## src/hw/rtl/ftd_pkg.sv

```systemverilog
// ----------------------------------------------------------------------------
// ftd_pkg
// Shared codes, field layout and job record for the task dispatcher.
// ----------------------------------------------------------------------------
package ftd_pkg;

  // Input commands (s_axis tuser)
  localparam logic [1:0] CMD_NEW    = 2'd0;
  localparam logic [1:0] CMD_DONE   = 2'd1;
  localparam logic [1:0] CMD_PASS   = 2'd2;

  // Result kinds (m_axis tuser)
  localparam logic [2:0] KIND_DISPATCH = 3'd0;
  localparam logic [2:0] KIND_CHANGE   = 3'd1;
  localparam logic [2:0] KIND_RESPONSE = 3'd2;
  localparam logic [2:0] KIND_QUEUED   = 3'd3;
  localparam logic [2:0] KIND_DROPPED  = 3'd4;
  localparam logic [2:0] KIND_PASS     = 3'd5;

  // State change codes
  localparam logic [1:0] CHG_INCREMENT = 2'd0;
  localparam logic [1:0] CHG_IDLE      = 2'd2;

  // Job modes: how many results a held job still produces
  localparam logic [1:0] MODE_ONE  = 2'd0;  // one precomputed result
  localparam logic [1:0] MODE_IDLE = 2'd1;  // idle change, response
  localparam logic [1:0] MODE_FILL = 2'd2;  // speed-up, dispatch from queue, response

  // Field widths
  localparam int unsigned TagW    = 16;
  localparam int unsigned CoreInW = 5;
  localparam int unsigned CoreOutW = 4;
  localparam int unsigned CfgW    = 5;

  // Stream layout
  localparam int unsigned InTdataW  = 24;
  localparam int unsigned InTuserW  = 2;
  localparam int unsigned OutTdataW = 24;
  localparam int unsigned OutTuserW = 3;
  localparam int unsigned OutErrBit = 22;

  localparam logic [CfgW-1:0] CoresReset = 5'd16;

  typedef struct packed {
    logic [1:0]          mode;
    logic [2:0]          kind;
    logic [CoreOutW-1:0] core;
    logic [TagW-1:0]     tag;
    logic [1:0]          chg;
    logic                err;
  } ftd_job_t;

endpackage

```

## src/hw/rtl/fifo_task_dispatcher_unit.sv

```systemverilog
// ----------------------------------------------------------------------------
// fifo_task_dispatcher_unit
// Hands task tags to the lowest idle worker core, queueing them when none is.
// ----------------------------------------------------------------------------
// Input stream s_axis carries one command per transaction: tuser selects new
// request, completion or state change passthrough; tdata holds tag, core
// index and state code. Output stream m_axis carries the results: tuser is
// the kind, tlast marks the final result of an input transaction.
// cfg_wr_en_i/cfg_wr_data_i set the number of cores in use; write only idle.
// An accepted item updates the idle map and queue pointers at once and is
// held as a job; its results move from the job register into the output
// register. Requests, passthroughs and bad completions give one result and
// sustain one item per cycle while the receiver is ready. A completion gives
// two results, or three when a queued task is sent to the freed core, one
// per cycle through the output register while the receiver is ready. The
// queue head is read from the wait RAM as the completion is accepted.
// A stalled receiver holds the output register and the job; the next item is
// taken as soon as the job's last result moves into the output register.
// Reset marks every core idle, empties the queue and sets 16 cores in use;
// there is no clearing pass.
// ----------------------------------------------------------------------------
module fifo_task_dispatcher_unit
  import ftd_pkg::*;
#(
  parameter int unsigned MAX_CORES   = 16,
  parameter int unsigned QUEUE_DEPTH = 64,
  parameter int unsigned TAG_BITS    = 16
) (
  input  logic                 clk_i,
  input  logic                 rst_ni,
  input  logic                 cfg_wr_en_i,
  input  logic [CfgW-1:0]      cfg_wr_data_i,
  input  logic                 s_axis_tvalid_i,
  output logic                 s_axis_tready_o,
  // [15:0] task_tag, [20:16] core_index, [22:21] state_code, [23] zero
  input  logic [InTdataW-1:0]  s_axis_tdata_i,
  // [1:0] command
  input  logic [InTuserW-1:0]  s_axis_tuser_i,
  output logic                 m_axis_tvalid_o,
  input  logic                 m_axis_tready_i,
  // [3:0] target_core, [19:4] result_tag, [21:20] change_code,
  // [22] index_error, [23] zero
  output logic [OutTdataW-1:0] m_axis_tdata_o,
  // [2:0] kind
  output logic [OutTuserW-1:0] m_axis_tuser_o,
  output logic                 m_axis_tlast_o
);

  localparam int unsigned CoreW  = (MAX_CORES > 1) ? $clog2(MAX_CORES) : 1;
  localparam int unsigned PtrW   = $clog2(QUEUE_DEPTH);
  localparam int unsigned CntW   = $clog2(QUEUE_DEPTH + 1);
  localparam int unsigned StoreW = (TAG_BITS < TagW) ? TAG_BITS : TagW;
  localparam int unsigned NumW   = 7;
  localparam logic [TagW-1:0] TagMask =
    (TAG_BITS >= TagW) ? {TagW{1'b1}} : TagW'((32'd1 << TAG_BITS) - 32'd1);

  // Input fields
  logic [1:0]         in_cmd;
  logic [TagW-1:0]    in_tag;
  logic [CoreInW-1:0] in_core;
  logic [1:0]         in_code;

  assign in_cmd  = s_axis_tuser_i;
  assign in_tag  = s_axis_tdata_i[15:0] & TagMask;
  assign in_core = s_axis_tdata_i[20:16];
  assign in_code = s_axis_tdata_i[22:21];

  // State
  logic [CfgW-1:0]      cores_q;
  logic [MAX_CORES-1:0] idle_q, idle_d;
  logic [PtrW-1:0]      head_q, head_d, tail_q, tail_d;
  logic [CntW-1:0]      count_q, count_d;
  ftd_job_t             job_q, job_d;
  logic                 job_vld_q, job_vld_d;
  logic [1:0]           step_q, step_d;
  logic                 out_vld_q, out_vld_d;
  logic [2:0]           out_kind_q;
  logic [CoreOutW-1:0]  out_core_q;
  logic [TagW-1:0]      out_tag_q;
  logic [1:0]           out_chg_q;
  logic                 out_err_q;
  logic                 out_last_q;

  // Control
  logic in_fire, out_free, emit_fire;
  logic ram_we, ram_re;
  logic [StoreW-1:0] ram_rdata;

  // Core search
  logic [NumW-1:0]      core_cnt;
  logic [MAX_CORES-1:0] active_mask, cand;
  logic                 found;
  logic [CoreW-1:0]     first;
  logic                 core_ok;
  logic [CoreW-1:0]     core_sel;
  logic                 queue_full, queue_empty;

  // Emitted result
  logic [2:0]          res_kind;
  logic [CoreOutW-1:0] res_core;
  logic [TagW-1:0]     res_tag;
  logic [1:0]          res_chg;
  logic                res_err;
  logic                res_last;

  assign core_cnt = (NumW'(cores_q) > NumW'(MAX_CORES)) ? NumW'(MAX_CORES)
                                                         : NumW'(cores_q);

  always_comb begin
    for (int c = 0; c < MAX_CORES; c++) begin
      active_mask[c] = NumW'(c) < core_cnt;
    end
  end

  assign cand  = idle_q & active_mask;
  assign found = |cand;

  // Lowest set bit wins
  always_comb begin
    first = '0;
    for (int c = MAX_CORES - 1; c >= 0; c--) begin
      if (cand[c]) begin
        first = CoreW'(c);
      end
    end
  end

  assign core_ok     = NumW'(in_core) < core_cnt;
  assign core_sel    = CoreW'(in_core);
  assign queue_full  = count_q >= CntW'(QUEUE_DEPTH);
  assign queue_empty = count_q == '0;

  // Handshake
  assign out_free        = !out_vld_q || m_axis_tready_i;
  assign emit_fire       = job_vld_q && out_free;
  assign s_axis_tready_o = !job_vld_q || (emit_fire && res_last);
  assign in_fire         = s_axis_tvalid_i && s_axis_tready_o;

  assign ram_we = in_fire && (in_cmd == CMD_NEW) && !found && !queue_full;
  assign ram_re = in_fire && (in_cmd == CMD_DONE) && core_ok && !queue_empty;

  // Decode an accepted transaction and update the dispatch state
  always_comb begin
    idle_d     = idle_q;
    head_d     = head_q;
    tail_d     = tail_q;
    count_d    = count_q;
    job_d      = job_q;
    job_d.mode = MODE_ONE;
    job_d.kind = KIND_RESPONSE;
    job_d.core = '0;
    job_d.tag  = in_tag;
    job_d.chg  = '0;
    job_d.err  = 1'b0;
    case (in_cmd)
      CMD_NEW: begin
        if (found) begin
          idle_d[first] = 1'b0;
          job_d.kind    = KIND_DISPATCH;
          job_d.core    = CoreOutW'(first);
        end else if (!queue_full) begin
          tail_d     = (tail_q == PtrW'(QUEUE_DEPTH - 1)) ? '0 : tail_q + 1'b1;
          count_d    = count_q + 1'b1;
          job_d.kind = KIND_QUEUED;
        end else begin
          job_d.kind = KIND_DROPPED;
        end
      end
      CMD_DONE: begin
        if (!core_ok) begin
          job_d.err = 1'b1;
        end else begin
          job_d.core = CoreOutW'(in_core);
          if (!queue_empty) begin
            // freed core takes the queue head straight away
            idle_d[core_sel] = 1'b0;
            head_d     = (head_q == PtrW'(QUEUE_DEPTH - 1)) ? '0 : head_q + 1'b1;
            count_d    = count_q - 1'b1;
            job_d.mode = MODE_FILL;
          end else begin
            idle_d[core_sel] = 1'b1;
            job_d.mode       = MODE_IDLE;
          end
        end
      end
      CMD_PASS: begin
        job_d.kind = KIND_PASS;
        job_d.chg  = in_code;
      end
      default: ;
    endcase
  end

  // Result for the current step of the held job
  always_comb begin
    res_kind = job_q.kind;
    res_core = job_q.core;
    res_tag  = job_q.tag;
    res_chg  = job_q.chg;
    res_err  = job_q.err;
    res_last = 1'b1;
    case (job_q.mode)
      MODE_ONE: ;
      MODE_IDLE: begin
        if (step_q == 2'd0) begin
          res_kind = KIND_CHANGE;
          res_tag  = '0;
          res_chg  = CHG_IDLE;
          res_last = 1'b0;
        end else begin
          res_kind = KIND_RESPONSE;
          res_core = '0;
        end
      end
      MODE_FILL: begin
        if (step_q == 2'd0) begin
          res_kind = KIND_CHANGE;
          res_tag  = '0;
          res_chg  = CHG_INCREMENT;
          res_last = 1'b0;
        end else if (step_q == 2'd1) begin
          res_kind = KIND_DISPATCH;
          res_tag  = TagW'(ram_rdata);
          res_last = 1'b0;
        end else begin
          res_kind = KIND_RESPONSE;
          res_core = '0;
        end
      end
      default: ;
    endcase
  end

  always_comb begin
    job_vld_d = job_vld_q;
    step_d    = step_q;
    if (emit_fire) begin
      step_d = step_q + 1'b1;
      if (res_last) begin
        job_vld_d = 1'b0;
      end
    end
    if (in_fire) begin
      // command 3 is swallowed without a result
      job_vld_d = (in_cmd == CMD_NEW) || (in_cmd == CMD_DONE) || (in_cmd == CMD_PASS);
      step_d    = '0;
    end
    out_vld_d = emit_fire ? 1'b1 : (out_vld_q && !m_axis_tready_i);
  end

  always_ff @(posedge clk_i or negedge rst_ni) begin
    if (!rst_ni) begin
      cores_q   <= CoresReset;
      idle_q    <= '1;
      head_q    <= '0;
      tail_q    <= '0;
      count_q   <= '0;
      job_vld_q <= 1'b0;
      step_q    <= '0;
      out_vld_q <= 1'b0;
    end else begin
      if (cfg_wr_en_i) begin
        cores_q <= cfg_wr_data_i;
      end
      if (in_fire) begin
        idle_q  <= idle_d;
        head_q  <= head_d;
        tail_q  <= tail_d;
        count_q <= count_d;
      end
      job_vld_q <= job_vld_d;
      step_q    <= step_d;
      out_vld_q <= out_vld_d;
    end
  end

  always_ff @(posedge clk_i) begin
    if (in_fire) begin
      job_q <= job_d;
    end
    if (emit_fire) begin
      out_kind_q <= res_kind;
      out_core_q <= res_core;
      out_tag_q  <= res_tag;
      out_chg_q  <= res_chg;
      out_err_q  <= res_err;
      out_last_q <= res_last;
    end
  end

  ftd_ram #(
    .Width (StoreW),
    .Depth (QUEUE_DEPTH)
  ) u_wait_ram (
    .clk_i   (clk_i),
    .we_i    (ram_we),
    .waddr_i (tail_q),
    .wdata_i (in_tag[StoreW-1:0]),
    .re_i    (ram_re),
    .raddr_i (head_q),
    .rdata_o (ram_rdata)
  );

  assign m_axis_tvalid_o = out_vld_q;
  assign m_axis_tdata_o  = {1'b0, out_err_q, out_chg_q, out_tag_q, out_core_q};
  assign m_axis_tuser_o  = out_kind_q;
  assign m_axis_tlast_o  = out_last_q;

endmodule

```

## src/hw/rtl/ftd_ram.sv

```systemverilog
// ----------------------------------------------------------------------------
// ftd_ram
// Simple dual-port RAM: one write port, one read port with registered data.
// ----------------------------------------------------------------------------
module ftd_ram #(
  parameter int unsigned Width = 16,
  parameter int unsigned Depth = 64
) (
  input  logic                     clk_i,
  input  logic                     we_i,
  input  logic [$clog2(Depth)-1:0] waddr_i,
  input  logic [Width-1:0]         wdata_i,
  input  logic                     re_i,
  input  logic [$clog2(Depth)-1:0] raddr_i,
  output logic [Width-1:0]         rdata_o
);

  logic [Width-1:0] mem_q [Depth];
  logic [Width-1:0] rdata_q;

  always_ff @(posedge clk_i) begin
    if (we_i) begin
      mem_q[waddr_i] <= wdata_i;
    end
    if (re_i) begin
      rdata_q <= mem_q[raddr_i];
    end
  end

  assign rdata_o = rdata_q;

endmodule

```

## config.mk

```make
export PLATFORM = sky130hd
export DESIGN_NAME = fifo_task_dispatcher_unit
export DESIGN_NICKNAME = d
export VERILOG_FILES = /design/src/hw/rtl/ftd_pkg.sv /design/src/hw/rtl/fifo_task_dispatcher_unit.sv /design/src/hw/rtl/ftd_ram.sv
export SDC_FILE = /design/constraint.sdc
export NUM_CORES = 1
export LEC_CHECK = 0
export ABC_AREA = 1
export BUFFER_PORTS_ARGS = -buffer_cell sky130_fd_sc_hd__buf_2
export CORE_MARGIN = 2
export CORE_UTILIZATION = 40
export DETAILED_ROUTE_END_ITERATION = 8
export PLACE_DENSITY = 0.64
export SLEW_MARGIN = 0
export SYNTH_ARGS = -nofsm -noshare
export SYNTH_HDL_FRONTEND = slang
export SYNTH_SLANG_ARGS = --single-unit
```

## constraint.sdc

```tcl
create_clock -name clk_i -period 10.16 [get_ports clk_i]
set_input_delay 2.032 -clock clk_i [delete_from_list [all_inputs] [get_ports clk_i]]
set_output_delay 2.032 -clock clk_i [all_outputs]
set_load 0.05 [all_outputs]
```

==> impl_results.md <==
* Status: completed
* DR WL met2 at 56.7 mm
* Port Buffers at 63
* Largest area contributor in the netlist: edfxtp_1
* Register area share after synthesis at 74.5%
* CTS tree: done
* Initial antenna violation count at 0
* Count of final hold-check violations at 0
* CP Class: input port to flip-flop
* Fillers at 9,935
* GRT Util Overall at 20.0%
* Final min period at 6.06 ns
* Layout Cells excl Fill at 5,176
* Post-synth top cells: edfxtp_1, nor2_1, o21ai_0
* Syn nets at 3,589
* Crit path DAT at 6.45 ns
* # Post-CTS Setup Buffers at 0
* Max Freq at 165 MHz
* Placed cells at 4,974
* Peak supply drop at 0.000254 V
* CP endpoint kind: flip-flop
* CP cell instances: buf_2, inv_1, nand2_1, nand2_1, inv_1, a21oi_1, nor2_4, buf_4, inv_1, nor2_8, nand4_1, nor2_1, buf_4
* Synthesized instance count at 3,537
* Post-synthesis cell area at 45,600 um^2
* Clock Tree Buf Depth at 3
* First-pass GRT wire length at 175 mm
* LEAKAGE at 16.9 nW
* Max-slew headroom at 17.8%
* WL final at 119 mm
* Die Y at 342 um
* Drt wl/cell at 23.1 um
* CTS root buf: clkbuf_16
* Worst-Skew Late Latency at 0.69 ns
* Layout area overhead at 12.7%
* Gpl congestion at 0.876
* Via density at 5.62
* DIE WIDTH at 342 um
* Post-Syn Area per Cell at 12.9 um^2
* FF+latch count, synth at 1,139
* Synth async-reset ratio at 3.86%
* Max-cap violations at 0
* Clock Skews at 0.0249 ns
* Ratio of final minimum period to clock period at 59.6%
* Power per cell area at 268 nW/um^2
* Synth unique cells at 52
* Crit path max-delay family: simple AND/OR/NAND/NOR gates
* Setup Viol. Count Final at 0
* Nets at 3,640
* Final TNS setup at 0 ns
* Vias in the first global route at 27,256
* DRC at 0
* Uppermost layer routed: met4
* CP Max Fanout at 32
* Ratio of cells with drive above 1 in the final layout at 10.3%
* CORE AREA at 113,000 um^2
* CP bufs+invs at 6
* Wl on met1 at 49.3 mm
* Detail Placement HPWL at 65.0 mm
* Die ar. at 117,000 um^2
* Post-cts sizing count at 0
* Clock net sink count at 1,139
* Io pins at 66
* Ranking of synthesized cells by area: edfxtp_1, o21ai_0, nor2_1, nand2_1, o22ai_1
* Yosys top cell area share at 72.1%
* Cell row count at 123
* Crit-path max cell delay at 0.92 ns
* Number of synthesized flops with an enable pin at 1,095
* Worst Hold Class: flip-flop to flip-flop
* Vias at 29,112
* Clock transition at path regs at 0.06 ns
* Congestion Overflow GR at 0
* Starting Density at 40.4%
* Crit path top cell by count: inv_1
* Unrepaired setup endpoints after global routing: false
* Cell with the most instances after synthesis: edfxtp_1
* Warnings from Yosys at 0
* Top_reg_cell synth: edfxtp_1
* Critical path's slowest cell: nor2_1
* Crit path launch type: input port
* DR iter-0 viols at 3,727
* Detail Route Antenna Nets at 0
* Largest net degree at the start of global routing at 190
* Pre-antenna DRT Iters at 6
* H-tree Lvls at 3
* CTS Buf Count at 112
* # hold bufs at CTS at 0
* Slew Limit Fails at 0
* Critical Path RT at 10.55 ns
* Met3 wire len at 9.77 mm
* Worst slew pin tran at 1.23 ns
[area by class of cell]
class | instances | area (um^2) | area share, %
sequential | 1139 | 34000 | 66.2
multi-input combinational | 2057 | 10300 | 20.1
clock buffer | 144 | 2990 | 5.83
tap | 1500 | 1880 | 3.65
timing repair buffer | 163 | 1120 | 2.17
clock inverter | 57 | 613 | 1.19
inverter | 115 | 444 | 0.864
antenna | 1 | 2.50 | 0.00487
[power by group]
part | switching [mW] | internal (mW)
Clock | 1.74 | 2.35
Combinational | 3.01 | 1.08
Sequential | 0.199 | 5.37
Total | 4.95 | 8.81
[final timing paths]
kind	start	end	slack (ns)	depth (start not counted)
setup / recovery	m_axis_tready_i	u_wait_ram.mem_q[59][4]	4.10	13
hold / removal	res_err	out_err_q	0.43	0
setup reg to reg	m_axis_tvalid_o	u_wait_ram.mem_q[59][4]	5.17	11
hold reg to reg	res_err	out_err_q	0.43	0
max in group asynchronous	rst_ni	head_q[0]	8.18	2
min in group asynchronous	rst_ni	m_axis_tvalid_o	1.46	2
[layer usage]
| metal | track usage [%] | up-vias |
|---|---|---|
| li1 | - | 13203 |
| met1 | 28.2 | 14406 |
| met2 | 32.2 | 1319 |
| met3 | 2.68 | 184 |
| met4 | 6.53 | 0 |
| met5 | 0 | - |
[worst register-to-register path, stage by stage (launching register included)]
cell	delay, ns
dfrtp_1	0.38
nand2_1	0.09
nand2_1	0.10
inv_1	0.83
a21oi_1	0.31
nor2_4	0.13
buf_4	0.37
inv_1	0.20
nor2_8	0.33
nand4_1	0.73
nor2_1	0.93
buf_4	0.31
[cell usage in the layout (no fill, tap or decap), types with 17 or more instances in the layout]
| cell type | instances |
|---|---|
| o22ai_1 | 159 |
| clkinv_1 | 23 |
| o211ai_1 | 27 |
| dfrtp_1 | 24 |
| o221ai_1 | 103 |
| clkbuf_16 | 113 |
| nand2_1 | 285 |
| buf_4 | 96 |
| nor2_1 | 628 |
| edfxtp_1 | 1095 |
| o21ai_0 | 566 |
| a21oi_1 | 34 |
| nand4_1 | 38 |
| inv_1 | 101 |
| a31oi_1 | 18 |
| dfstp_2 | 17 |
| buf_2 | 63 |
| nand3_1 | 97 |
| clkbuf_1 | 26 |
[stage by stage]
step                utilization [%]  power [mW]  hold WS, ns  instance area [um^2]  setup slack, ns
finish                         45.6        13.8        0.428                 51400             4.10
global placement               42.4        9.66        0.408                 47800             3.45
CTS                            45.6        13.8        0.424                 51400             4.09
floorplan                         -        8.28        0.400                 45600             3.97
detailed placement             42.4        9.73        0.407                 47800             3.35
global route                   45.6        14.3        0.439                 51400             3.85
[sequential cells by signal, summed over array words and instances, names as in the netlist, named ones only]
name	flops
out_core_q	4
m_axis_tvalid_o	1
out_err_q	1
job_vld_q	1
cores_q	5
count_q	7
job_q	27
out_tag_q	16
res_err	1
out_chg_q	2
m_axis_tuser_o	3
step_q	2
head_q	6
u_wait_ram.rdata_o	16
tail_q	6
m_axis_tlast_o	1
u_wait_ram.mem_q	1024
[logic make-up (layout without fill, tap and decap cells)]
group | count (synthesis) | count (layout) | share of synthesized area, %
AOI/OAI and AO/OA | 941 | 941 | 12.1
and+or+nand+nor | 1087 | 1087 | 9.76
other | 1 | 2 | 0.00822
DFF | 1139 | 1139 | 74.5
buffers and inverters | 341 | 479 | 2.90
muxes | 1 | 1 | 0.0247
xor gates and xnor gates | 11 | 11 | 0.211
adders and majority gates | 16 | 16 | 0.455
(Power assumes the default switching activity.)
